File: src/sorted_address_region_table_assert.svh
// Assertion macros for the sorted address region table.
// Used by srt_ctrl; expects signals clk and rst in scope.
`ifndef SORTED_ADDRESS_REGION_TABLE_ASSERT_SVH
`define SORTED_ADDRESS_REGION_TABLE_ASSERT_SVH

// Same-cycle implication.
`define SRT_ASSERT_NOW(label, cond, expr, msg) \
  label: assert property (@(posedge clk) disable iff (rst) (cond) |-> (expr)) \
    else $error(msg);

// Next-cycle implication.
`define SRT_ASSERT_NEXT(label, cond, expr, msg) \
  label: assert property (@(posedge clk) disable iff (rst) (cond) |=> (expr)) \
    else $error(msg);

`endif

File: src/srt_pkg.sv
// Shared types and constants for the sorted address region table.
// No dependencies.
package srt_pkg;

  localparam int TABLE_DEPTH = 16;
  localparam int SLOT_W      = $clog2(TABLE_DEPTH);
  localparam int RANK_W      = SLOT_W;
  localparam int CNT_W       = $clog2(TABLE_DEPTH + 1);

  typedef enum logic [2:0] {
    K_INSERT  = 3'd0,
    K_REMOVE  = 3'd1,
    K_CONTAIN = 3'd2,
    K_OVERLAP = 3'd3,
    K_OFFSET  = 3'd4,
    K_CLEAR   = 3'd5
  } kind_t;

  typedef enum logic [1:0] {
    ST_OK   = 2'd0,
    ST_FULL = 2'd1,
    ST_NONE = 2'd2
  } status_t;

  typedef enum logic [1:0] {
    S_IDLE = 2'd0,
    S_WALK = 2'd1,
    S_FIN  = 2'd2
  } state_t;

  // Query held for the whole operation, seen by every cell.
  typedef struct packed {
    kind_t              kind;
    logic [63:0]        addr;
    logic [63:0]        ins_end;
    logic [63:0]        query_end;
    logic [63:0]        offset;
    logic               rm_ok;
    logic [SLOT_W-1:0]  rm_slot;
  } query_t;

  // Token walking down the cell chain, one cell per cycle.
  typedef struct packed {
    logic               live;
    logic               hit;
    logic [RANK_W-1:0]  rank;
    logic [SLOT_W-1:0]  slot;
    logic [63:0]        r_start;
    logic [63:0]        r_end;
    logic [63:0]        r_offset;
    logic               free_found;
    logic [SLOT_W-1:0]  free_slot;
    logic [CNT_W-1:0]   pos;
  } token_t;

  // State change broadcast to all cells at the end of an item.
  typedef struct packed {
    logic               do_insert;
    logic               do_remove;
    logic               do_clear;
    logic [RANK_W-1:0]  pos;
    logic [RANK_W-1:0]  rank;
    logic [SLOT_W-1:0]  slot;
  } commit_t;

endpackage

File: src/srt_in_if.sv
// Request channel of the sorted address region table.
// Standalone; no package needed.
interface srt_in_if;
  logic        valid;
  logic        ready;
  logic [2:0]  kind;
  logic [63:0] addr;
  logic [63:0] length;
  logic [63:0] query_end;
  logic [63:0] region_offset_in;
  logic [3:0]  slot_in;

  modport source (output valid, kind, addr, length, query_end, region_offset_in, slot_in,
                  input ready);
  modport sink   (input valid, kind, addr, length, query_end, region_offset_in, slot_in,
                  output ready);
endinterface

File: src/srt_out_if.sv
// Response channel of the sorted address region table.
// Standalone; no package needed.
interface srt_out_if;
  logic        valid;
  logic        ready;
  logic [1:0]  status;
  logic [3:0]  slot_out;
  logic [63:0] region_start;
  logic [63:0] region_end;
  logic [63:0] region_offset_out;

  modport source (output valid, status, slot_out, region_start, region_end,
                  region_offset_out, input ready);
  modport sink   (input valid, status, slot_out, region_start, region_end,
                  region_offset_out, output ready);
endinterface

File: src/srt_ctrl.sv
// Sequencer: takes a request, launches the token, commits the change, drives the response.
// Depends on srt_pkg, srt_in_if, srt_out_if and the assertion macro header.
`include "sorted_address_region_table_assert.svh"

module srt_ctrl
  import srt_pkg::*;
(
  input  logic   clk,
  input  logic   rst,
  srt_in_if.sink    req,
  srt_out_if.source rsp,
  input  token_t tok_last,
  output token_t tok_first,
  output query_t q,
  output commit_t c
);

  state_t state, state_next;
  logic   start;
  token_t fin;
  logic   accept;
  logic   can_load;
  logic   finish;

  logic        out_valid;
  status_t     out_status;
  logic [3:0]  out_slot;
  logic [63:0] out_start;
  logic [63:0] out_end;
  logic [63:0] out_offset;

  status_t     res_status;
  logic [3:0]  res_slot;
  logic [63:0] res_start;
  logic [63:0] res_end;
  logic [63:0] res_offset;

  always_ff @(posedge clk) begin
    if (rst) begin
      state <= S_IDLE;
    end else begin
      state <= state_next;
    end
  end

  always_comb begin
    state_next = state;
    req.ready  = 1'b0;
    finish     = 1'b0;
    can_load   = !out_valid || rsp.ready;
    case (state)
      S_IDLE: begin
        req.ready = 1'b1;
        if (req.valid) begin
          state_next = S_WALK;
        end
      end
      S_WALK: begin
        if (tok_last.live) begin
          state_next = S_FIN;
        end
      end
      S_FIN: begin
        if (can_load) begin
          finish     = 1'b1;
          state_next = S_IDLE;
        end
      end
      default: state_next = S_IDLE;
    endcase
  end

  assign accept = req.valid && req.ready;

  always_comb begin
    tok_first      = '0;
    tok_first.live = start;
  end

  always_ff @(posedge clk) begin
    if (rst) begin
      start <= 1'b0;
    end else begin
      start <= accept;
    end
  end

  always_ff @(posedge clk) begin
    if (accept) begin
      q.kind      <= kind_t'(req.kind);
      q.addr      <= req.addr;
      q.ins_end   <= req.addr + req.length;
      q.query_end <= req.query_end;
      q.offset    <= req.region_offset_in;
      q.rm_ok     <= (32'(req.slot_in) < TABLE_DEPTH);
      q.rm_slot   <= SLOT_W'(req.slot_in);
    end
    if (state == S_WALK && tok_last.live) begin
      fin <= tok_last;
    end
  end

  always_comb begin
    c          = '0;
    res_status = ST_NONE;
    res_slot   = '0;
    res_start  = '0;
    res_end    = '0;
    res_offset = '0;
    case (q.kind)
      K_INSERT: begin
        if (fin.free_found) begin
          c.do_insert = finish;
          res_status  = ST_OK;
          res_slot    = 4'(fin.free_slot);
          res_start   = q.addr;
          res_end     = q.ins_end;
          res_offset  = q.offset;
        end else begin
          res_status = ST_FULL;
        end
      end
      K_REMOVE, K_CONTAIN, K_OVERLAP, K_OFFSET: begin
        if (fin.hit) begin
          c.do_remove = finish && (q.kind == K_REMOVE);
          res_status  = ST_OK;
          res_slot    = 4'(fin.slot);
          res_start   = fin.r_start;
          res_end     = fin.r_end;
          res_offset  = fin.r_offset;
        end
      end
      K_CLEAR: begin
        c.do_clear = finish;
        res_status = ST_OK;
      end
      default: res_status = ST_NONE;
    endcase
    c.pos  = RANK_W'(fin.pos);
    c.rank = fin.rank;
    c.slot = (q.kind == K_INSERT) ? fin.free_slot : fin.slot;
  end

  always_ff @(posedge clk) begin
    if (rst) begin
      out_valid <= 1'b0;
    end else if (finish) begin
      out_valid <= 1'b1;
    end else if (rsp.ready) begin
      out_valid <= 1'b0;
    end
  end

  always_ff @(posedge clk) begin
    if (finish) begin
      out_status <= res_status;
      out_slot   <= res_slot;
      out_start  <= res_start;
      out_end    <= res_end;
      out_offset <= res_offset;
    end
  end

  assign rsp.valid             = out_valid;
  assign rsp.status            = out_status;
  assign rsp.slot_out          = out_slot;
  assign rsp.region_start      = out_start;
  assign rsp.region_end        = out_end;
  assign rsp.region_offset_out = out_offset;

  `SRT_ASSERT_NOW(a_tok_in_walk, tok_last.live, state == S_WALK, "token left chain outside walk")
  `SRT_ASSERT_NOW(a_commit_room, finish, !out_valid || rsp.ready, "commit with full output")
  `SRT_ASSERT_NEXT(a_launch, accept, start && state == S_WALK, "token not launched")
  `SRT_ASSERT_NOW(a_one_change, finish, $countones({c.do_insert, c.do_remove, c.do_clear}) <= 1, "several changes at once")
  `SRT_ASSERT_NOW(a_rsp_from_fin, $rose(out_valid), $past(state) == S_FIN, "response without commit")

endmodule

File: src/flat_wrapper.sv
// flat-port wrapper written by rule: the top's interface ports become plain ports
module srt_ctrl_flat import srt_pkg::*;
  (clk, rst, tok_last, tok_first, q, c, req_valid, req_kind, req_addr, req_length, req_query_end, req_region_offset_in, req_slot_in, req_ready, rsp_valid, rsp_status, rsp_slot_out, rsp_region_start, rsp_region_end, rsp_region_offset_out, rsp_ready);
  srt_in_if req_i ();
  srt_out_if rsp_i ();
  input  logic clk;
  input  logic rst;
  input  token_t tok_last;
  output token_t tok_first;
  output query_t q;
  output commit_t c;
  input wire logic [$bits(req_i.valid)-1:0] req_valid;
  input wire logic [$bits(req_i.kind)-1:0] req_kind;
  input wire logic [$bits(req_i.addr)-1:0] req_addr;
  input wire logic [$bits(req_i.length)-1:0] req_length;
  input wire logic [$bits(req_i.query_end)-1:0] req_query_end;
  input wire logic [$bits(req_i.region_offset_in)-1:0] req_region_offset_in;
  input wire logic [$bits(req_i.slot_in)-1:0] req_slot_in;
  output wire logic [$bits(req_i.ready)-1:0] req_ready;
  output wire logic [$bits(rsp_i.valid)-1:0] rsp_valid;
  output wire logic [$bits(rsp_i.status)-1:0] rsp_status;
  output wire logic [$bits(rsp_i.slot_out)-1:0] rsp_slot_out;
  output wire logic [$bits(rsp_i.region_start)-1:0] rsp_region_start;
  output wire logic [$bits(rsp_i.region_end)-1:0] rsp_region_end;
  output wire logic [$bits(rsp_i.region_offset_out)-1:0] rsp_region_offset_out;
  input wire logic [$bits(rsp_i.ready)-1:0] rsp_ready;
  assign req_i.valid = req_valid;
  assign req_i.kind = req_kind;
  assign req_i.addr = req_addr;
  assign req_i.length = req_length;
  assign req_i.query_end = req_query_end;
  assign req_i.region_offset_in = req_region_offset_in;
  assign req_i.slot_in = req_slot_in;
  assign req_ready = req_i.ready;
  assign rsp_valid = rsp_i.valid;
  assign rsp_status = rsp_i.status;
  assign rsp_slot_out = rsp_i.slot_out;
  assign rsp_region_start = rsp_i.region_start;
  assign rsp_region_end = rsp_i.region_end;
  assign rsp_region_offset_out = rsp_i.region_offset_out;
  assign rsp_i.ready = rsp_ready;
  srt_ctrl u_core (.clk(clk), .rst(rst), .req(req_i), .rsp(rsp_i), .tok_last(tok_last), .tok_first(tok_first), .q(q), .c(c));
endmodule
File: config.mk
export PLATFORM = sky130hd
export DESIGN_NAME = srt_ctrl_flat
export DESIGN_NICKNAME = d
export VERILOG_FILES = /design/src/srt_pkg.sv /design/src/srt_in_if.sv /design/src/srt_out_if.sv /design/src/srt_ctrl.sv /design/src/flat_wrapper.sv
export VERILOG_INCLUDE_DIRS = /design/src /design/src/src
export SDC_FILE = /design/constraint.sdc
export NUM_CORES = 1
export LEC_CHECK = 0
export CELL_PAD_IN_SITES_DETAIL_PLACEMENT = 1
export CELL_PAD_IN_SITES_GLOBAL_PLACEMENT = 2
export CORE_AREA = 8 8 444 446
export DETAILED_ROUTE_END_ITERATION = 8
export DIE_AREA = 0 0 452 454
export DONT_BUFFER_PORTS = 1
export PLACE_DENSITY_LB_ADDON = 0.05
export SYNTH_ARGS = -nofsm -noshare
export SYNTH_HDL_FRONTEND = slang
export SYNTH_SLANG_ARGS = --single-unit
export TNS_END_PERCENT = 50
File: constraint.sdc
create_clock -name clk -period 11 [get_ports clk]
set_input_delay 1.1 -clock clk [delete_from_list [all_inputs] [get_ports clk]]
set_output_delay 1.1 -clock clk [all_outputs]
set_load 0.05 [all_outputs]
After elaboration in Yosys (flattened, before gate mapping)
Cells that the tools add are included.
- word-level logic and storage cells: 74
- bits in registers: 675
- input port bits: 479
- output and inout bits: 691
- eq/ne operators: 10
- mux-type cells: 30
- $add $sub $neg: 1
- reduce and logical (&&, ||, !) cells: 10
- operator list (operator ; count):
    64-bit 2-to-1 mux ; 6
    64-bit one-hot mux with 2 select lines ; 3
    64-bit adder ; 1
    4-bit 2-to-1 mux ; 3
    2-bit one-hot mux with 3 select lines ; 2
    1-bit 2-to-1 mux ; 11
    2-bit 2-to-1 mux ; 4
    4-bit one-hot mux with 2 select lines ; 1
    3-bit by 2-bit equality test with 1-bit output, second input constant ; 2
    3-bit equality test, second input constant ; 2
    2-bit inequality test, second input constant ; 2
    4-bit OR reduction ; 1
    3-bit by 1-bit equality test with 1-bit output, second input constant ; 1
    1-bit logical AND ; 3
    3-bit zero test ; 1
    3-bit AND reduction ; 1
    2-bit by 1-bit equality test with 1-bit output, second input constant ; 1
    2-bit equality test, second input constant ; 1
    2-bit zero test ; 1
    2-bit by 1-bit inequality test with 1-bit output, second input constant ; 1
    2-bit nonzero test ; 1
    1-bit zero test ; 1
    1-bit logical OR ; 1

Logic depth before layout (Yosys ltp)
- depth in word-level cells: 7
- gate-level depth with buffers: 11

Worst setup path before layout
No wires, ideal clock.
- path type: input to output
- start: input port rsp_ready
- end: output port c[13] (netlist name)
- required time: 9.900 ns
- arrival: 11.976 ns
- setup slack: -2.076 ns
- cell stages on the path: 4
- buffers on the path: 0
- path through: nand2b_1 nor2b_1 nand3b_1 nor3b_1
- RTL lines (element ; RTL line ; RTL):
    start, declared ; flat_wrapper.sv:26 ; input wire logic [$bits(rsp_i.ready)-1:0] rsp_ready;
    end, declared ; flat_wrapper.sv:11 ; output commit_t c;

Worst setup path in the final report
- start: input port req_length[0]
- end: register u_core.q[195] (netlist name)
- word-level cells in the longest chain between the ends: 1
- ends and longest elaborated chain (element ; RTL line ; RTL):
    start, declared ; flat_wrapper.sv:15 ; input wire logic [$bits(req_i.length)-1:0] req_length;
    64-bit adder ; srt_ctrl.sv:92 ; q.ins_end <= req.addr + req.length;
No other way between the ends.
A chain may end at the register's enable or synchronous reset.

==> results.py <==
metrics = {
    "worst_setup_path": {
        "critical_path.startpoint_type": "input port",
        "crit_chain": "ha_1, fa_1, a211oi_1, nor4_1, a311oi_2, nor3b_1, o21ai_1, o211ai_1, a21oi_1, o41ai_1, xor2_1",
        "crit_type": "in2reg",
        "worstPathArrival_ps": 4860,
        "crit_path_max_incr_delay_ps": 610,
        "critical_path_buf_inv_count": 0,
        "largest_delay_share_family_worst_path": "compound AO/OA/AOI/OAI gates",
        "timing.critical_path.slowest_stage_cell": "a311oi_2",
        "critical_path_required_ps": 11440,
        "critPathCaptureType": "register",
        "critical_path.max_fanout": 3,
    },
    "timing": {
        "clock-skew-final_ps": 43.6,
        "fmax_mhz": 226,
        "final_hold_violating_endpoints": 0,
        "final-setup-viol-count": 0,
        "max_slew.worst_pin.slew_ps": 1030,
        "grt_setup_unrepaired": "false",
        "period_share_pct": 40.2,
        "finalCriticalPeriod_ps": 4420,
        "timing_max_transition_violations_final": 0,
        "slew_hr_pct": 31.4,
        "tns_ps": 0,
    },
    "yosys": {
        "avg_cell_area_syn_um2": 15.9,
        "synth.yosys.seq_area_share_pct": 72.8,
        "synth_ff_type": "edfxtp_1",
        "synth_top_cell_area_share_pct": 72.5,
        "ys_ff_latch": 675,
        "post_synth_inst_count": 1746,
        "synth.yosys.warnings": 0,
        "ys_async_sr_fraction_pct": 0,
        "synth_top_area_cell": "edfxtp_1",
        "post_synth_instance_area_um2": 27800,
        "synth_cell_types": 63,
        "synth_area_leaders": "edfxtp_1, a22o_1, buf_4, ha_1, a21oi_1",
        "edff_count_synth": 671,
    },
    "global_routing": {
        "maximum_number_of_pins_on_one_net_before_global_route_repair": 96,
        "wire_length_of_the_first_global_routing_pass_um": 168000,
        "all_layer_gr_usage_pct": 12.0,
        "grt-ovfl-total": 0,
        "initial_antenna_violation_count": 43,
        "vias_in_the_first_global_route": 16400,
    },
    "finish": {
        "finalInstanceArea_um2": 32900,
        "flow.area_growth_from_synthesis_pct": 18.3,
        "ff_latch_area_um2": 20200,
        "nFillCells": 20900,
        "multiInputGateArea_um2": 6370,
        "utilization_pct": 17.3,
        "drive_above_1_share_pct": 8.91,
        "nets": 2327,
    },
    "pwr": {
        "clkPwrFrac_pct": 41.4,
        "p_leak_nw": 10.9,
        "power.share.sequential_pct": 49.9,
        "net_switching_fraction_of_the_power_pct": 30.8,
        "power.net_switching_mw": 2.12,
        "power-per-cell-area_nw_per_um2": 210,
        "power_report.internal_total_mw": 4.78,
        "power_frac_comb_pct": 8.7,
        "vdd.ir_drop.worst_uv": 95.1,
        "total_power_consumption_mw": 6.90,
    },
    "route": {
        "routedWlPerCell_um": 29.9,
        "remaining_drc_errors": 0,
        "number_of_search_and_repair_iterations_in_the_first_detailed_routing_pass": 5,
        "finalWirelength_um": 131000,
        "ant_nets": 0,
        "via_per_inst": 3.46,
        "drt_iter0_drc": 740,
        "num_vias": 15200,
    },
    "placed_design": {
        "dp_hpwl_um": 103000,
        "gp_routability_congestion": 0.719,
        "dpl_cell_area_um2": 30000,
        "buffer_ports.inserted": 0,
    },
    "die": {
        "core_area_um2": 190000,
        "start_util_pct": 14.7,
        "fp.dieH_um": 454,
        "placement_rows": 160,
        "design.portCount": 1170,
        "die_w_um": 452,
        "dieArea_um2": 205000,
    },
    "cts": {
        "number_of_buffers_created_by_cts": 91,
        "cts_htree_levels": 3,
        "postCtsResizedCells": 0,
        "clk_pin_slew_worst_paths_ps": 50,
        "cts_hold_buffers_added": 0,
        "cts.root.buffer_cell": "clkbuf_16",
        "clock_buffer_depth": 3,
        "tritoncts_clock_tree": "done",
        "post_cts.repair.setup_buffers": 0,
        "clock_latency_ps": 710,
        "clock-sinks": 675,
    },
    "outcome": {
        "outcome": "complete, no violations",
    },
    "job": {
        "maxCapViolations": 0,
    },
    "hold_path": {
        "hold_path.class": "in2reg",
    },
}
## worst paths after layout
check | from | end | slack, ps | cells past startpoint
setup reg to reg | u_core.q[261] | u_core.rsp.region_start[28] | 7000 | 6
setup / recovery | req_length[0] | u_core.q[195] | 6580 | 11
hold reg to reg | u_core.fin[171] | u_core.rsp.region_start[33] | 520 | 1
hold / removal | rst | u_core.rsp.valid | 460 | 1
## area by class of cell
cell class	count	share of cell area (%)
Antenna cell	11	0.0838
Clock buffer	110	7.28
Sequential cell	675	61.6
Inverter	17	0.194
Clock inverter	51	1.29
Multi-Input combinational cell	973	19.4
Tap cell	2511	9.56
Timing Repair Buffer	26	0.632
## flip-flops by register name (all words and copies together) (netlist names)
| register | flops |
|---|---|
| u_core.q | 263 |
| u_core.fin | 202 |
| u_core.rsp.region_end | 64 |
| u_core.rsp.region_offset_out | 64 |
| u_core.rsp.region_start | 64 |
| u_core.c | 8 |
| u_core.rsp.slot_out | 4 |
| u_core.rsp.status | 2 |
| u_core.state | 2 |
| u_core.rsp.valid | 1 |
| u_core.start | 1 |
## stage by stage
stage | std cells | setup slack, ps | hold slack [ps]
after floorplan | 1956 | 347 | 467
after global placement | 4202 | 5720 | 514
after detailed placement | 4202 | 5740 | 520
after CTS | 4363 | 6520 | 342
after global routing | 4365 | 6220 | 371
final | 4374 | 6580 | 462
## layout by cell type (no fill, tap or decap), drive strengths merged, types with 28 or more instances in the layout
cell type,count
edfxtp,671
conb,212
a22o,194
clkbuf,110
a21oi,83
nand2,71
ha,63
nor2,50
o21ai,44
xnor2,40
clkinv,40
a21o,28
## worst register-to-register path: stages, from the launching register on
cell	delay [ps]
edfxtp_1	960
nor2_1	320
nand2_1	370
and3_4	420
buf_4	580
buf_4	640
a22o_1	480
## synth_stat cells, types with 4 or more instances
master / number
nand2_1: 71
a22o_1: 194
buf_1: 8
o211ai_1: 4
o21a_1: 13
a21oi_1: 81
buf_4: 221
nor2b_1: 7
a31oi_1: 9
o21ai_0: 23
nor4_1: 6
clkbuf_1: 45
a211oi_1: 7
buf_2: 17
o21bai_1: 17
nand2b_1: 5
xnor2_1: 40
a21o_1: 28
nand3_1: 18
xor2_1: 20
or3_1: 4
edfxtp_1: 671
ha_1: 63
nand4_1: 19
o21ai_1: 21
inv_1: 17
dfxtp_1: 4
a221oi_1: 4
nor2_1: 50
nor3_1: 10
## logic make-up (layout without fill, tap and decap cells)
logic type | after synthesis | count (layout) | synth area share [%]
muxes | 1 | 1 | 0.0360
adders and majority gates | 64 | 64 | 2.91
and+or+nand+nor | 208 | 208 | 3.53
DFF | 675 | 675 | 72.8
other | 2 | 223 | 0.0270
buffers and inverters | 308 | 204 | 7.22
AOI/OAI and AO/OA | 428 | 428 | 11.6
xor gates and xnor gates | 60 | 60 | 1.89
## power groups by stage
stage | Combinational (mW) | Clock, mW | Sequential, mW
global route | 0.660 | 3.07 | 3.46
floorplan | 0.509 | 0 | 3.44
CTS | 0.623 | 3.01 | 3.46
finish | 0.604 | 2.86 | 3.44
global placement | 0.621 | 0 | 3.51
detailed placement | 0.620 | 0 | 3.51
## layer usage
| metal | share of wire [%] | track usage, % | vias to the layer above | wire length (um) |
|---|---|---|---|---|
| met5 | 0.13 | 0 | - | 168 |
| met4 | 2.0 | 2.45 | 26 | 2590 |
| met3 | 9.2 | 5.40 | 182 | 12000 |
| met2 | 55 | 23.4 | 776 | 72400 |
| met1 | 33 | 11.4 | 7712 | 43500 |
| li1 | - | - | 6458 | - |
Power figures use the tool's default switching activity.
