`src/sorted_address_region_table_assert.svh`:
```
// Assertion macros for the sorted address region table.
// Used by srt_ctrl; expects signals clk and rst in scope.
`ifndef SORTED_ADDRESS_REGION_TABLE_ASSERT_SVH
`define SORTED_ADDRESS_REGION_TABLE_ASSERT_SVH

// Same-cycle implication.
`define SRT_ASSERT_NOW(label, cond, expr, msg) \
  label: assert property (@(posedge clk) disable iff (rst) (cond) |-> (expr)) \
    else $error(msg);

// Next-cycle implication.
`define SRT_ASSERT_NEXT(label, cond, expr, msg) \
  label: assert property (@(posedge clk) disable iff (rst) (cond) |=> (expr)) \
    else $error(msg);

`endif

```
`src/srt_pkg.sv`:
```
// Shared types and constants for the sorted address region table.
// No dependencies.
package srt_pkg;

  localparam int TABLE_DEPTH = 16;
  localparam int SLOT_W      = $clog2(TABLE_DEPTH);
  localparam int RANK_W      = SLOT_W;
  localparam int CNT_W       = $clog2(TABLE_DEPTH + 1);

  typedef enum logic [2:0] {
    K_INSERT  = 3'd0,
    K_REMOVE  = 3'd1,
    K_CONTAIN = 3'd2,
    K_OVERLAP = 3'd3,
    K_OFFSET  = 3'd4,
    K_CLEAR   = 3'd5
  } kind_t;

  typedef enum logic [1:0] {
    ST_OK   = 2'd0,
    ST_FULL = 2'd1,
    ST_NONE = 2'd2
  } status_t;

  typedef enum logic [1:0] {
    S_IDLE = 2'd0,
    S_WALK = 2'd1,
    S_FIN  = 2'd2
  } state_t;

  // Query held for the whole operation, seen by every cell.
  typedef struct packed {
    kind_t              kind;
    logic [63:0]        addr;
    logic [63:0]        ins_end;
    logic [63:0]        query_end;
    logic [63:0]        offset;
    logic               rm_ok;
    logic [SLOT_W-1:0]  rm_slot;
  } query_t;

  // Token walking down the cell chain, one cell per cycle.
  typedef struct packed {
    logic               live;
    logic               hit;
    logic [RANK_W-1:0]  rank;
    logic [SLOT_W-1:0]  slot;
    logic [63:0]        r_start;
    logic [63:0]        r_end;
    logic [63:0]        r_offset;
    logic               free_found;
    logic [SLOT_W-1:0]  free_slot;
    logic [CNT_W-1:0]   pos;
  } token_t;

  // State change broadcast to all cells at the end of an item.
  typedef struct packed {
    logic               do_insert;
    logic               do_remove;
    logic               do_clear;
    logic [RANK_W-1:0]  pos;
    logic [RANK_W-1:0]  rank;
    logic [SLOT_W-1:0]  slot;
  } commit_t;

endpackage

```
`src/srt_cell.sv`:
```
// One table slot: holds a region and its rank, folds itself into the passing token.
// Depends on srt_pkg.
module srt_cell
  import srt_pkg::*;
(
  input  logic              clk,
  input  logic              rst,
  input  logic [SLOT_W-1:0] idx,
  input  query_t            q,
  input  commit_t           c,
  input  token_t            tok_in,
  output token_t            tok_out
);

  logic              v;
  logic [63:0]       start;
  logic [63:0]       stop;
  logic [63:0]       offset;
  logic [RANK_W-1:0] rank;

  token_t tok_next;
  logic   match;

  always_comb begin
    tok_next = tok_in;
    match    = 1'b0;
    case (q.kind)
      K_INSERT: begin
        if (!v && !tok_in.free_found) begin
          tok_next.free_found = 1'b1;
          tok_next.free_slot  = idx;
        end
        if (v && start < q.addr) begin
          tok_next.pos = tok_in.pos + CNT_W'(1);
        end
      end
      K_REMOVE:  match = v && q.rm_ok && (idx == q.rm_slot);
      K_CONTAIN: match = v && (q.addr >= start) && (q.addr < stop);
      K_OVERLAP: match = v && (q.addr < stop) && (q.query_end > start);
      K_OFFSET:  match = v && (offset == q.offset);
      default:   match = 1'b0;
    endcase
    // lowest rank wins; ranks of valid slots are distinct
    if (match && (!tok_in.hit || rank < tok_in.rank)) begin
      tok_next.hit      = 1'b1;
      tok_next.rank     = rank;
      tok_next.slot     = idx;
      tok_next.r_start  = start;
      tok_next.r_end    = stop;
      tok_next.r_offset = offset;
    end
  end

  always_ff @(posedge clk) begin
    if (rst) begin
      tok_out.live <= 1'b0;
    end else begin
      tok_out.live <= tok_in.live;
    end
    tok_out.hit        <= tok_next.hit;
    tok_out.rank       <= tok_next.rank;
    tok_out.slot       <= tok_next.slot;
    tok_out.r_start    <= tok_next.r_start;
    tok_out.r_end      <= tok_next.r_end;
    tok_out.r_offset   <= tok_next.r_offset;
    tok_out.free_found <= tok_next.free_found;
    tok_out.free_slot  <= tok_next.free_slot;
    tok_out.pos        <= tok_next.pos;
  end

  always_ff @(posedge clk) begin
    if (rst) begin
      v <= 1'b0;
    end else if (c.do_clear) begin
      v <= 1'b0;
    end else if (c.do_insert && idx == c.slot) begin
      v <= 1'b1;
    end else if (c.do_remove && idx == c.slot) begin
      v <= 1'b0;
    end
  end

  always_ff @(posedge clk) begin
    if (c.do_insert) begin
      if (idx == c.slot) begin
        start  <= q.addr;
        stop   <= q.ins_end;
        offset <= q.offset;
        rank   <= c.pos;
      end else if (v && rank >= c.pos) begin
        rank <= rank + RANK_W'(1);
      end
    end else if (c.do_remove) begin
      if (v && rank > c.rank) begin
        rank <= rank - RANK_W'(1);
      end
    end
  end

endmodule

```
`config.mk`:
```
export PLATFORM = sky130hd
export DESIGN_NAME = srt_cell
export DESIGN_NICKNAME = d
export VERILOG_FILES = /design/src/sorted_address_region_table_assert.svh /design/src/srt_pkg.sv /design/src/srt_cell.sv
export SDC_FILE = /design/constraint.sdc
export NUM_CORES = 1
export LEC_CHECK = 0
export BUFFER_PORTS_ARGS = -buffer_cell sky130_fd_sc_hd__buf_4
export CAP_MARGIN = 20
export CELL_PAD_IN_SITES_DETAIL_PLACEMENT = 2
export CELL_PAD_IN_SITES_GLOBAL_PLACEMENT = 2
export CORE_AREA = 2 2 279 281
export DETAILED_ROUTE_END_ITERATION = 10
export DIE_AREA = 0 0 281 283
export PLACE_DENSITY_LB_ADDON = 0.25
export SYNTH_ARGS = -nofsm -noshare
export SYNTH_HDL_FRONTEND = slang
export SYNTH_SLANG_ARGS = --single-unit
```
`constraint.sdc`:
```
create_clock -name clk -period 33.5 [get_ports clk]
set_input_delay 5.025 -clock clk [delete_from_list [all_inputs] [get_ports clk]]
set_output_delay 5.025 -clock clk [all_outputs]
set_load 0.05 [all_outputs]
```
After elaboration in Yosys (flattened, before gate mapping)
Index checks and enable logic that the tools add are counted.

cells by class
  add/sub/neg operators = 3
  order comparisons = 7
  equal/unequal tests = 8
  mux-type cells = 12
  reductions and logical operators = 25

operators with widths
  operator                                                               count
  200-bit two-way mux                                                    1
  64-bit less-than comparator                                            2
  64-bit equality test                                                   1
  64-bit greater-or-equal comparator                                     1
  64-bit > comparator                                                    1
  4-bit two-way mux                                                      5
  1-bit logical AND                                                      14
  10-bit two-way mux                                                     1
  5-bit two-way mux                                                      2
  4-bit equality test                                                    2
  3-bit by 2-bit equality test with 1-bit output, second input constant  2
  2-bit nonzero test                                                     3
  5-bit by 1-bit adder with 5-bit output, second input constant          1
  4-bit by 1-bit adder with 4-bit output, second input constant          1
  4-bit greater-or-equal comparator                                      1
  4-bit > comparator                                                     1
  4-bit less-than comparator                                             1
  1-bit case mux with 4 select lines                                     1
  4-bit by 1-bit subtractor with 4-bit output, second input constant     1
  3-bit by 1-bit equality test with 1-bit output, second input constant  1
  3-bit equality test, second input constant                             1
  1-bit logical NOT                                                      3
  3-bit logical NOT                                                      1
  3-bit by 1-bit != test with 1-bit output, second input constant        1
  other kinds (5)                                                        6

storage, ports and cells
  bits in registers = 409
  input bits = 497
  output and inout bits = 212
  word-level logic and storage cells = 70

Longest topological paths before layout
Gate-level depths: netlist of the first run.

  word-level depth = 6
  depth in mapped cells = 13
  mapped depth without buffers = 11

Least setup slack after synthesis of the first run
OpenSTA, ideal clock, no wires.

  kind = input port to flip-flop
  start = input port idx[2]
  end = register rank[3] (data pin)
  setup time = 190 ps
  data arrival time = 14575 ps
  required time = 33310 ps
  path slack = 18735 ps
  cell stages on the path = 5
  buffers on the path = 0
  cells stage by stage = xnor2_1 nand4_1 nor2_1 a221oi_1 o21ai_0

between the ends
  longest elaborated chain between the ends = 3

RTL lines
  element                 RTL line        RTL
  start: declaration      srt_cell.sv:8   input logic [SLOT_W-1:0] idx,
  4-bit equality test     srt_cell.sv:85  if (idx == c.slot) begin
  4-bit two-way mux       srt_cell.sv:85
  4-bit two-way mux       srt_cell.sv:84  if (c.do_insert) begin
  end signal: assignment  srt_cell.sv:89  rank <= c.pos;
  end signal: assignment  srt_cell.sv:91  rank <= rank + RANK_W'(1);
  end signal: assignment  srt_cell.sv:95  rank <= rank - RANK_W'(1);
  end: declaration        srt_cell.sv:19  logic [RANK_W-1:0] rank;

No other way between the ends.
A chain may end at the register's enable or synchronous reset.

==> results of run 1 <==
cell type report:
cell class                 count  share of cell area [%]
clock inverter                18                   0.910
timing repair buffer         714                    19.3
tap                         1040                    4.66
sequential                   409                    36.4
clock buffer                  75                    5.79
antenna                       11                  0.0987
multi-input combinational    879                    30.7
inverter                     160                    2.15
state kept, by name, indices dropped and copies added, names as in the netlist:
register  flops
offset       64
rank          4
start        64
stop         64
tok_out     212
v             1
report_power, final:
group | switching, mW | internal, mW
Clock | 0.226 | 0.380
Combinational | 0.113 | 0.0948
Sequential | 0.0111 | 0.547
Total | 0.350 | 1.02
worst max-delay path: cells and delay by family:
| kind | cells | cell delay, ns |
|---|---|---|
| AND/OR/NAND/NOR | 5 | 2.03 |
| adder cells (fa/ha/maj) | 1 | 0.31 |
| multiplexers | 1 | 0.36 |
| buffers and inverters | 3 | 1.63 |
| AO/OA/AOI/OAI | 2 | 0.49 |
metrics by stage:
stage,power (mW),setup WS [ns],instance area (um^2),utilization (%),hold WS (ns)
CTS,1.39,24.01,27900,36.3,0.511
detailed placement,0.779,23.42,26000,33.9,0.495
finish,1.37,24.03,27900,36.4,0.503
global route,1.43,23.84,27900,36.4,0.519
global placement,0.772,23.44,26000,33.9,0.490
floorplan,0.676,18.74,19800,-,0.479
logic make-up (layout without fill, tap and decap cells):
kind of cell    count (synthesis)  count (layout)  synth area share (%)
fa+ha+maj                     205             205                  13.0
mux                           206             206                  15.5
flops                         409             409                  51.4
xor+xnor                       61              61                  2.70
compound gates                200             200                  6.56
simple gates                  207             207                  5.57
other cells                     0              11                     0
buf+inv                       182             967                  5.27
cells in the final DEF, fill, tap and decap left out, types with 5 or more instances in the layout:
| cell | Yosys | layout |
|---|---|---|
| and4_1 | 6 | 6 |
| ha_1 | 205 | 205 |
| o21ai_1 | 7 | 7 |
| bufinv_16 | 0 | 6 |
| diode_2 | 0 | 11 |
| a221oi_1 | 11 | 11 |
| nand3_1 | 24 | 24 |
| o21a_1 | 5 | 5 |
| clkbuf_8 | 0 | 8 |
| xor2_1 | 47 | 47 |
| dfxtp_1 | 213 | 213 |
| nand4_1 | 38 | 38 |
| xnor2_1 | 14 | 14 |
| clkbuf_1 | 0 | 8 |
| nor4_1 | 21 | 20 |
| a21oi_1 | 88 | 88 |
| a211oi_1 | 7 | 7 |
| clkinv_2 | 0 | 6 |
| inv_1 | 159 | 159 |
| clkbuf_16 | 0 | 59 |
| o211ai_1 | 5 | 5 |
| nand2b_1 | 6 | 6 |
| edfxtp_1 | 196 | 196 |
| buf_4 | 0 | 713 |
| mux2_4 | 199 | 199 |
| a21o_1 | 17 | 17 |
| nand2_1 | 58 | 58 |
| nor2b_1 | 12 | 12 |
| o21ai_0 | 27 | 27 |
| nor2_1 | 25 | 24 |
metal layers:
layer / track usage [%] / share of wire, % / vias up
met5: 0 / 0.014 / -
met4: 5.61 / 2.6 / 2
met1: 19.6 / 36 / 7059
met2: 34.7 / 53 / 458
met3: 5.62 / 8.4 / 96
li1: - / - / 6879
worst max-delay path by stage:
stage / cells after the start / end / slack, ns / startpoint
floorplan: 5 / rank[3] / 18.74 / idx[2]
global placement: 12 / tok_out[34] / 23.44 / q[120]
detailed placement: 12 / tok_out[40] / 23.42 / q[120]
CTS: 12 / tok_out[13] / 24.01 / q[120]
global route: 12 / tok_out[68] / 23.84 / q[120]
finish: 12 / tok_out[68] / 24.03 / q[120]
synthesized netlist by cell type (4+ instances only):
| library cell | n | area [um^2] |
|---|---|---|
| dfxtp_1 | 213 | 4260 |
| ha_1 | 205 | 2560 |
| mux2_4 | 199 | 2990 |
| edfxtp_1 | 196 | 5890 |
| inv_1 | 159 | 597 |
| a21oi_1 | 88 | 440 |
| nand2_1 | 58 | 218 |
| xor2_1 | 47 | 412 |
| nand4_1 | 38 | 238 |
| o21ai_0 | 27 | 135 |
| nor2_1 | 25 | 93.8 |
| nand3_1 | 24 | 120 |
| buf_12 | 22 | 440 |
| nor4_1 | 21 | 131 |
| a21o_1 | 17 | 128 |
| xnor2_1 | 14 | 123 |
| nor2b_1 | 12 | 75.1 |
| a221oi_1 | 11 | 96.3 |
| a211oi_1 | 7 | 52.6 |
| o21ai_1 | 7 | 35.0 |
| and4_1 | 6 | 52.6 |
| nand2b_1 | 6 | 37.5 |
| o211ai_1 | 5 | 37.5 |
| o21a_1 | 5 | 37.5 |
| mux2_2 | 4 | 45.0 |
| nor3_1 | 4 | 20.0 |
==> flow_summary.yaml, run 1 <==
critical_path:
  worst_path_largest_cell_delay_ns: 0.95
  cp.required_ns: 33.95
  start_kind: "input pin"
  worst_path_max_delay_cell: "nor4_1"
  cp_max_fo: 46
  crit_path_end_kind: "register"
  critical_path_class: "in -> reg"
  r2r_cells: 12
  rr_startpoint: "start[51]"
  critical_path.most_common_cell: "buf_4"
  r2r_slack_ns: 27.97
  reg2reg_to: "tok_out[68]"
  cp.arrival_ns: 9.93
  path_cells: "buf_4 > ha_1 > nand4_1 > nor4_1 > nand3_1 > nor4b_1 > nand2_1 > a31o_4 > a22oi_4 > buf_4 > buf_4 > mux2_4"
routing:
  vias: 14500
  dr.first_iter.drc_count: 390
  drt-total-wl_um: 75900
  route.detailed.drc: 0
  drtPass1Iterations: 4
  viasPerCell: 4.38
  wire_per_inst_um: 23.0
  antenna_left: 0
floorplan:
  initial_utilization_pct: 25.8
  die_area_um2: 79500
  rows: 102
  top_level_ports: 709
  die_x_um: 281
  core_um2: 76700
  die_height_um: 283
clock_tree:
  clock_latency_ns: 0.59
  clock_sinks: 409
  cts_buffers: 50
  postCtsSetupRepairBufs: 0
  hold_buffers: 0
  cts-root-buf: "clkbuf_16"
  cts.reportedPaths.clkPinSlew_ns: 0.06
  cts.path.max_buffers: 3
  cts_resized: 0
  cts_tree: "yes"
  h-tree-depth: 2
yosys:
  ys_types: 61
  synth-seq-cells: 409
  syn_area_um2: 19800
  yosysWarnings: 0
  synth_cells: 1470
  synth_edf_count: 196
  async_flop_share_pct: 0
  syn-num-nets: 2172
  seq_area_frac_synth_pct: 51.4
  synth-main-ff-cell: "dfxtp_1"
  syn_avg_cell_area_um2: 13.4
min_path:
  holdPathEnd: "tok_out[198]"
  worstHoldPathType: "reg -> reg"
  holdPathStages: 1
  hold_path_startpoint: "start[60]"
layout:
  stdcell_count: 3306
  drive_gt1_share_pct: 44.8
  area_delta_synth_final_pct: 41.2
  fillerInstances: 8014
  final_nets: 2916
  multi_input_area_um2: 8570
  sequential_cell_area_um2: 10100
grt:
  grt_start_max_net_pins: 114
  grt_pass1_wl_um: 109000
  first_global_vias: 16600
  antenna_found_initial: 12
  grtUsageTotal_pct: 18.5
  grt_remaining_overflow: 0
outcome:
  status: "completed"
timing:
  slew-limit-headroom_pct: 9.39
  rsz0062_at_grt: "no"
  tns_ns: 0
  final_max_slew_viol_count: 0
  min_period_over_period_pct: 28.3
  worstMarginPinSlew_ns: 1.36
  fin_crit_ns: 9.47
  hold_viol: 0
  timing.fmax_mhz: 106
  setup_viol_count_final: 0
  fin_skew_ns: 0.0312
flow_run:
  cap_violations: 0
power_and_ir_drop:
  p_per_area_nw_per_um2: 49.2
  peakVddDrop_uv: 33.6
  leakage_nw: 13.4
placement:
  routabilityCongestion: 0.807
  place.detailed.instances: 3202
  portBuffers: 708
  post-dp-hpwl_um: 62700
No activity file was read; power rests on OpenSTA's default activity.
==> run 2, diff against run 1 <==
--- a/config.mk
+++ b/config.mk
@@ -9,9 +9,9 @@
 export CAP_MARGIN = 20
 export CELL_PAD_IN_SITES_DETAIL_PLACEMENT = 2
 export CELL_PAD_IN_SITES_GLOBAL_PLACEMENT = 2
-export CORE_AREA = 2 2 279 281
+export CORE_AREA = 2 2 272 274
 export DETAILED_ROUTE_END_ITERATION = 10
-export DIE_AREA = 0 0 281 283
+export DIE_AREA = 0 0 274 276
 export PLACE_DENSITY_LB_ADDON = 0.25
 export SYNTH_ARGS = -nofsm -noshare
 export SYNTH_HDL_FRONTEND = slang
==> constraint.sdc (replaced) <==
create_clock -name clk -period 8.7 [get_ports clk]
set_input_delay 1.305 -clock clk [delete_from_list [all_inputs] [get_ports clk]]
set_output_delay 1.305 -clock clk [all_outputs]
set_load 0.05 [all_outputs]
==> run 2 against run 1 <==
Effect of this change:
- count of clock-buffer cells in the layout decreased by 7
- power increased to 3.7 times the previous value
- critical endpoint is now tok_out[33]
- clock skew decreased by 0.013 ns
- sequential share of layout area increased by 0.39 points
- hold slack improved by 0.00055 ns
- via count increased by 0.81%
- setup slack got worse by 20 ns
- largest cell class unchanged
- routed wire length increased by 0.91%
- combinational power increased to 3.9 times the previous value
- critical path depth decreased by 1
- non-clock buffer count unchanged
- cell area decreased by 1.1%
==> flow_summary.yaml, run 2 (same netlist as run 1, synthesis figures left out) <==
outcome:
  status: "completed"
power_and_ir_drop:
  comb_power_share_pct: 15.8
  switchingPower_mw: 1.35
  switching_share_pct: 26.4
  internal_power_mw: 3.76
  p_per_area_nw_per_um2: 185
  leakage_nw: 13.3
  seq_power_share_pct: 42.1
  peakVddDrop_uv: 153
  clock_power_share_pct: 42.1
floorplan:
  die_x_um: 274
  initial_utilization_pct: 27.2
  rows: 99
  die_area_um2: 75600
  top_level_ports: 709
  core_um2: 72600
  die_height_um: 276
grt:
  grt_start_max_net_pins: 111
  first_global_vias: 16800
  grt_remaining_overflow: 0
  grtUsageTotal_pct: 19.6
  antenna_found_initial: 18
  grt_pass1_wl_um: 109000
timing:
  worstMarginPinSlew_ns: 1.06
  tns_ns: 0
  timing.fmax_mhz: 208
  hold_viol: 0
  setup_viol_count_final: 0
  rsz0062_at_grt: "no"
  slew-limit-headroom_pct: 29.5
  min_period_over_period_pct: 55.2
  fin_crit_ns: 4.80
  final_max_slew_viol_count: 0
  fin_skew_ns: 0.0183
clock_tree:
  hold_buffers: 0
  cts_resized: 0
  cts.reportedPaths.clkPinSlew_ns: 0.06
  h-tree-depth: 2
  cts-root-buf: "clkbuf_16"
  cts_tree: "yes"
  cts_buffers: 49
  clock_latency_ns: 0.59
  cts.path.max_buffers: 3
  clock_sinks: 409
  postCtsSetupRepairBufs: 0
flow_run:
  cap_violations: 0
layout:
  final_nets: 2915
  layout_commonest_cell: "buf_4"
  stdcell_count: 3222
  largest_reg_flops: 212
  multi_input_area_um2: 8570
  fillerInstances: 7586
  sequential_cell_area_um2: 10100
  top_register: "tok_out"
  mostFrequentLayoutCells: "buf_4 (711), dfxtp_1 (213), ha_1 (205), mux2_4 (199), edfxtp_1 (196)"
  area_delta_synth_final_pct: 39.7
  drive_gt1_share_pct: 44.5
critical_path:
  start_kind: "input pin"
  r2r_cells: 11
  r2r_slack_ns: 4.25
  cp.required_ns: 9.18
  cp.arrival_ns: 5.28
  reg2reg_to: "tok_out[33]"
  crit_path_end_kind: "register"
  cp_max_fo: 110
  rr_startpoint: "start[62]"
  critical_path_class: "in -> reg"
placement:
  post-dp-hpwl_um: 62800
  portBuffers: 708
  routabilityCongestion: 0.820
  place.detailed.instances: 3121
routing:
  dr.first_iter.drc_count: 470
  drtPass1Iterations: 4
  drt-total-wl_um: 76600
  route.detailed.drc: 0
  antenna_left: 0
  vias: 14600
  viasPerCell: 4.54
  wire_per_inst_um: 23.8
min_path:
  holdPathEnd: "tok_out[108]"
  holdPathStages: 1
  worstHoldPathType: "reg -> reg"
  hold_path_startpoint: "stop[34]"
==> run 2: cell types whose count changed in the layout (fill, tap and decap cells not counted), sizes merged <==
cell	previous run	this run
clkbuf	75	68
bufinv	6	5
inv	162	161
diode	11	9
clkinvlp	3	2
clkinv	7	16
==> run 2: cell type report <==
cell class                      instances  share of cell area [%]
Timing Repair Buffer                  714                    19.5
Antenna cell                            9                  0.0816
Inverter                              160                    2.18
Sequential cell                       409                    36.8
Clock buffer                           68                    5.15
Clock inverter                         24                   0.902
Tap cell                              959                    4.35
Multi-Input combinational cell        879                    31.1
==> run 2: how the worst max path moves through the flow <==
| stage | end | slack [ns] | startpoint |
|---|---|---|---|
| after floorplan | rank[3] | 1.14 | idx[2] |
| after global placement | tok_out[103] | 2.90 | q[113] |
| after detailed placement | tok_out[149] | 3.14 | q[131] |
| after CTS | tok_out[105] | 3.76 | q[131] |
| after global routing | tok_out[33] | 3.71 | q[131] |
| final | tok_out[33] | 3.90 | q[131] |
==> run 2: routing by layer <==
layer | vias to the layer above | GRT usage (%) | share of wire (%)
met1 | 7130 | 20.2 | 36
met5 | - | 0 | 0.17
met2 | 465 | 36.9 | 53
li1 | 6863 | - | -
met3 | 134 | 6.27 | 7.8
met4 | 20 | 6.10 | 2.9
==> run 2: through the flow <==
stage	util [%]	hold slack [ns]	setup WS [ns]	power (mW)	area, um^2
after detailed placement	35.7	0.495	3.14	3.00	25900
after global placement	35.7	0.486	2.90	2.97	25900
after global routing	38.0	0.522	3.71	5.32	27600
after floorplan	-	0.479	1.14	2.60	19800
after CTS	38.0	0.507	3.76	5.19	27600
final	38.0	0.504	3.90	5.10	27600
==> run 2: worst max-delay path: stages <==
cell and delay, ns:
buf_4 0.12, ha_1 0.32, nand4_1 0.17, nor4_2 0.62, nand3_1 0.23, nor4b_1 0.63, nand2_1 0.17, a31o_4 0.30
a22oi_4 0.22, buf_12 0.65, mux2_4 0.36
==> run 2: power groups by stage <==
stage                     Sequential [mW]  Combinational (mW)  Clock, mW
after CTS                            2.15               0.816       2.23
after global placement               2.19               0.783          0
after detailed placement             2.19               0.811          0
final                                2.15               0.804       2.15
after floorplan                      2.36               0.237          0
after global routing                 2.16               0.867       2.30
==> run 3, diff against run 2 <==
--- a/config.mk
+++ b/config.mk
@@ -5,6 +5,7 @@
 export SDC_FILE = /design/constraint.sdc
 export NUM_CORES = 1
 export LEC_CHECK = 0
+export ABC_AREA = 1
 export BUFFER_PORTS_ARGS = -buffer_cell sky130_fd_sc_hd__buf_4
 export CAP_MARGIN = 20
 export CELL_PAD_IN_SITES_DETAIL_PLACEMENT = 2
==> constraint.sdc (replaced) <==
create_clock -name clk -period 4.8 [get_ports clk]
set_input_delay 0.72 -clock clk [delete_from_list [all_inputs] [get_ports clk]]
set_output_delay 0.72 -clock clk [all_outputs]
set_load 0.05 [all_outputs]
==> run 3 against run 2 <==
Effect of this change:
- power up 79%
- largest cell class unchanged
- critical path type is now reg -> reg
- clock skew up 0.0028 ns
- sequential cell count did not move
- synthesized cell count increased by 46%
- largest power group unchanged
==> flow_summary.yaml, run 3 <==
timing:
  slew-limit-headroom_pct: 31.7
  hold_viol: 0
  final_max_slew_viol_count: 0
  fin_crit_ns: 3.89
  setup_viol_count_final: 0
  min_period_over_period_pct: 81.1
  rsz0062_at_grt: "no"
  timing.fmax_mhz: 257
  tns_ns: 0
  worstMarginPinSlew_ns: 1.02
  fin_skew_ns: 0.0211
floorplan:
  initial_utilization_pct: 27.1
  die_height_um: 276
  die_area_um2: 75600
  rows: 99
  core_um2: 72600
  top_level_ports: 709
  die_x_um: 274
routing:
  dr.first_iter.drc_count: 607
  drt-total-wl_um: 86700
  antenna_left: 0
  route.detailed.drc: 0
  vias: 18000
  wire_per_inst_um: 22.4
  viasPerCell: 4.66
  drtPass1Iterations: 5
yosys:
  syn_area_um2: 19700
  netlist_top_cells_area: "edfxtp_1 (30%), dfxtp_1 (22%), ha_1 (13%)"
  yosys-top-cells-count: "nand2_1 (634), inv_1 (239), nand3_1 (225)"
  syn_avg_cell_area_um2: 9.18
  synth-main-ff-cell: "dfxtp_1"
  synth-seq-cells: 409
  synth_cells: 2146
  synth.most_common_cell: "nand2_1"
  seq_area_frac_synth_pct: 51.5
  synth.top_cell.area_share_pct: 29.9
  async_flop_share_pct: 0
  yosysWarnings: 0
  synth_edf_count: 196
  syn-num-nets: 2848
  synth_area_leader_cell: "edfxtp_1"
  ys_types: 38
critical_path:
  path_buf_inv: 2
  critical_path_class: "reg -> reg"
  critical_path.most_common_cell: "nand2_1"
  cp_max_fo: 127
  cp.required_ns: 5.27
  start_kind: "register"
  cp.arrival_ns: 4.37
  path_cells: "inv_1 > ha_1 > nand4_1 > nor3_1 > nor3b_2 > nand3b_1 > nand3_1 > nand2_1 > nand2_1 > nand2_1 > nand2_8 > nand2_4 > buf_12 > nand2_1 > nand2_1"
  worst_path_largest_cell_delay_ns: 0.42
  crit_path_end_kind: "register"
  worst_path_max_delay_cell: "nand2_8"
  critPathTopFamily: "simple AND/OR/NAND/NOR gates"
layout:
  sequential_cell_area_um2: 10100
  stdcell_count: 3868
  largest_reg_flops: 212
  final_nets: 3553
  mostFrequentLayoutCells: "buf_4 (714), nand2_1 (632), inv_1 (239), nand3_1 (225), dfxtp_1 (213)"
  fillerInstances: 8117
  layout_commonest_cell: "buf_4"
  multi_input_area_um2: 8180
  top_register: "tok_out"
  area_delta_synth_final_pct: 39.9
  drive_gt1_share_pct: 28.6
  post-route-util_pct: 38.0
outcome:
  status: "completed"
flow_run:
  cap_violations: 0
clock_tree:
  cts_tree: "yes"
  clock_latency_ns: 0.60
  clock_sinks: 409
  postCtsSetupRepairBufs: 0
  cts-root-buf: "clkbuf_16"
  h-tree-depth: 2
  hold_buffers: 0
  cts.path.max_buffers: 3
  cts_resized: 0
  cts.reportedPaths.clkPinSlew_ns: 0.06
  cts_buffers: 49
power_and_ir_drop:
  peakVddDrop_uv: 241
  p_per_area_nw_per_um2: 331
  leakage_nw: 13.6
grt:
  grt_remaining_overflow: 0
  antenna_found_initial: 29
  first_global_vias: 20300
  grtUsageTotal_pct: 22.4
  grt_start_max_net_pins: 134
  grt_pass1_wl_um: 128000
placement:
  place.detailed.instances: 3759
  portBuffers: 708
  post-dp-hpwl_um: 69500
  routabilityCongestion: 0.826
min_path:
  worstHoldPathType: "in -> reg"
## run 3: path summary, 6_finish.rpt
kind         slack (ns)  depth (start not counted)           end  startpoint
max                0.91                         15  tok_out[180]   start[63]
min                0.28                          2             v       c[12]
max reg2reg        0.91                         15  tok_out[180]   start[63]
min reg2reg        0.51                          2  tok_out[165]   start[27]
## run 3: metal layers
metal,GRT usage (%),wire length [um],vias up
met4,8.10,2650,22
met1,25.1,33800,8831
met2,40.6,44900,467
li1,-,-,8555
met3,5.69,5230,143
met5,0,146,-
## run 3: worst reg2reg max path, stage by stage (launching register included)
cell,delay [ns]
edfxtp_1,0.37
inv_1,0.08
ha_1,0.31
nand4_1,0.25
nor3_1,0.29
nor3b_2,0.40
nand3b_1,0.31
nand3_1,0.17
nand2_1,0.06
nand2_1,0.08
nand2_1,0.13
nand2_8,0.42
nand2_4,0.15
buf_12,0.24
nand2_1,0.43
nand2_1,0.08
## run 3: kinds of logic after synthesis
family	after synthesis	synth area share [%]
AOI/OAI and AO/OA	162	4.52
xor gates and xnor gates	36	1.60
adders and majority gates	205	13.0
buffers and inverters	308	7.11
DFF	409	51.5
muxes	2	0.114
and+or+nand+nor	1024	22.1
## run 3: layout make-up
class	instances	share of cell area [%]
Antenna cell	17	0.154
Sequential cell	409	36.8
Multi-Input combinational cell	1429	29.7
Clock buffer	76	5.30
Clock inverter	16	0.508
Inverter	242	3.30
Timing Repair Buffer	720	19.9
Tap cell	959	4.35
## run 3: report_power, final
group / internal [mW] / switching, mW
Sequential: 3.82 / 0.0766
Clock: 2.16 / 1.59
Combinational: 0.594 / 0.883
## run 3: stage by stage
stage,cell area [um^2],power [mW],hold WS [ns],worst slack [ns]
2_1_floorplan,19700,4.71,0.471,0.351
3_3_place_gp,25900,5.39,0.487,0.409
3_5_place_dp,25900,5.46,0.505,0.433
4_1_cts,27500,9.26,0.239,0.828
5_1_grt,27600,9.53,0.248,0.591
6_report,27600,9.12,0.281,0.907
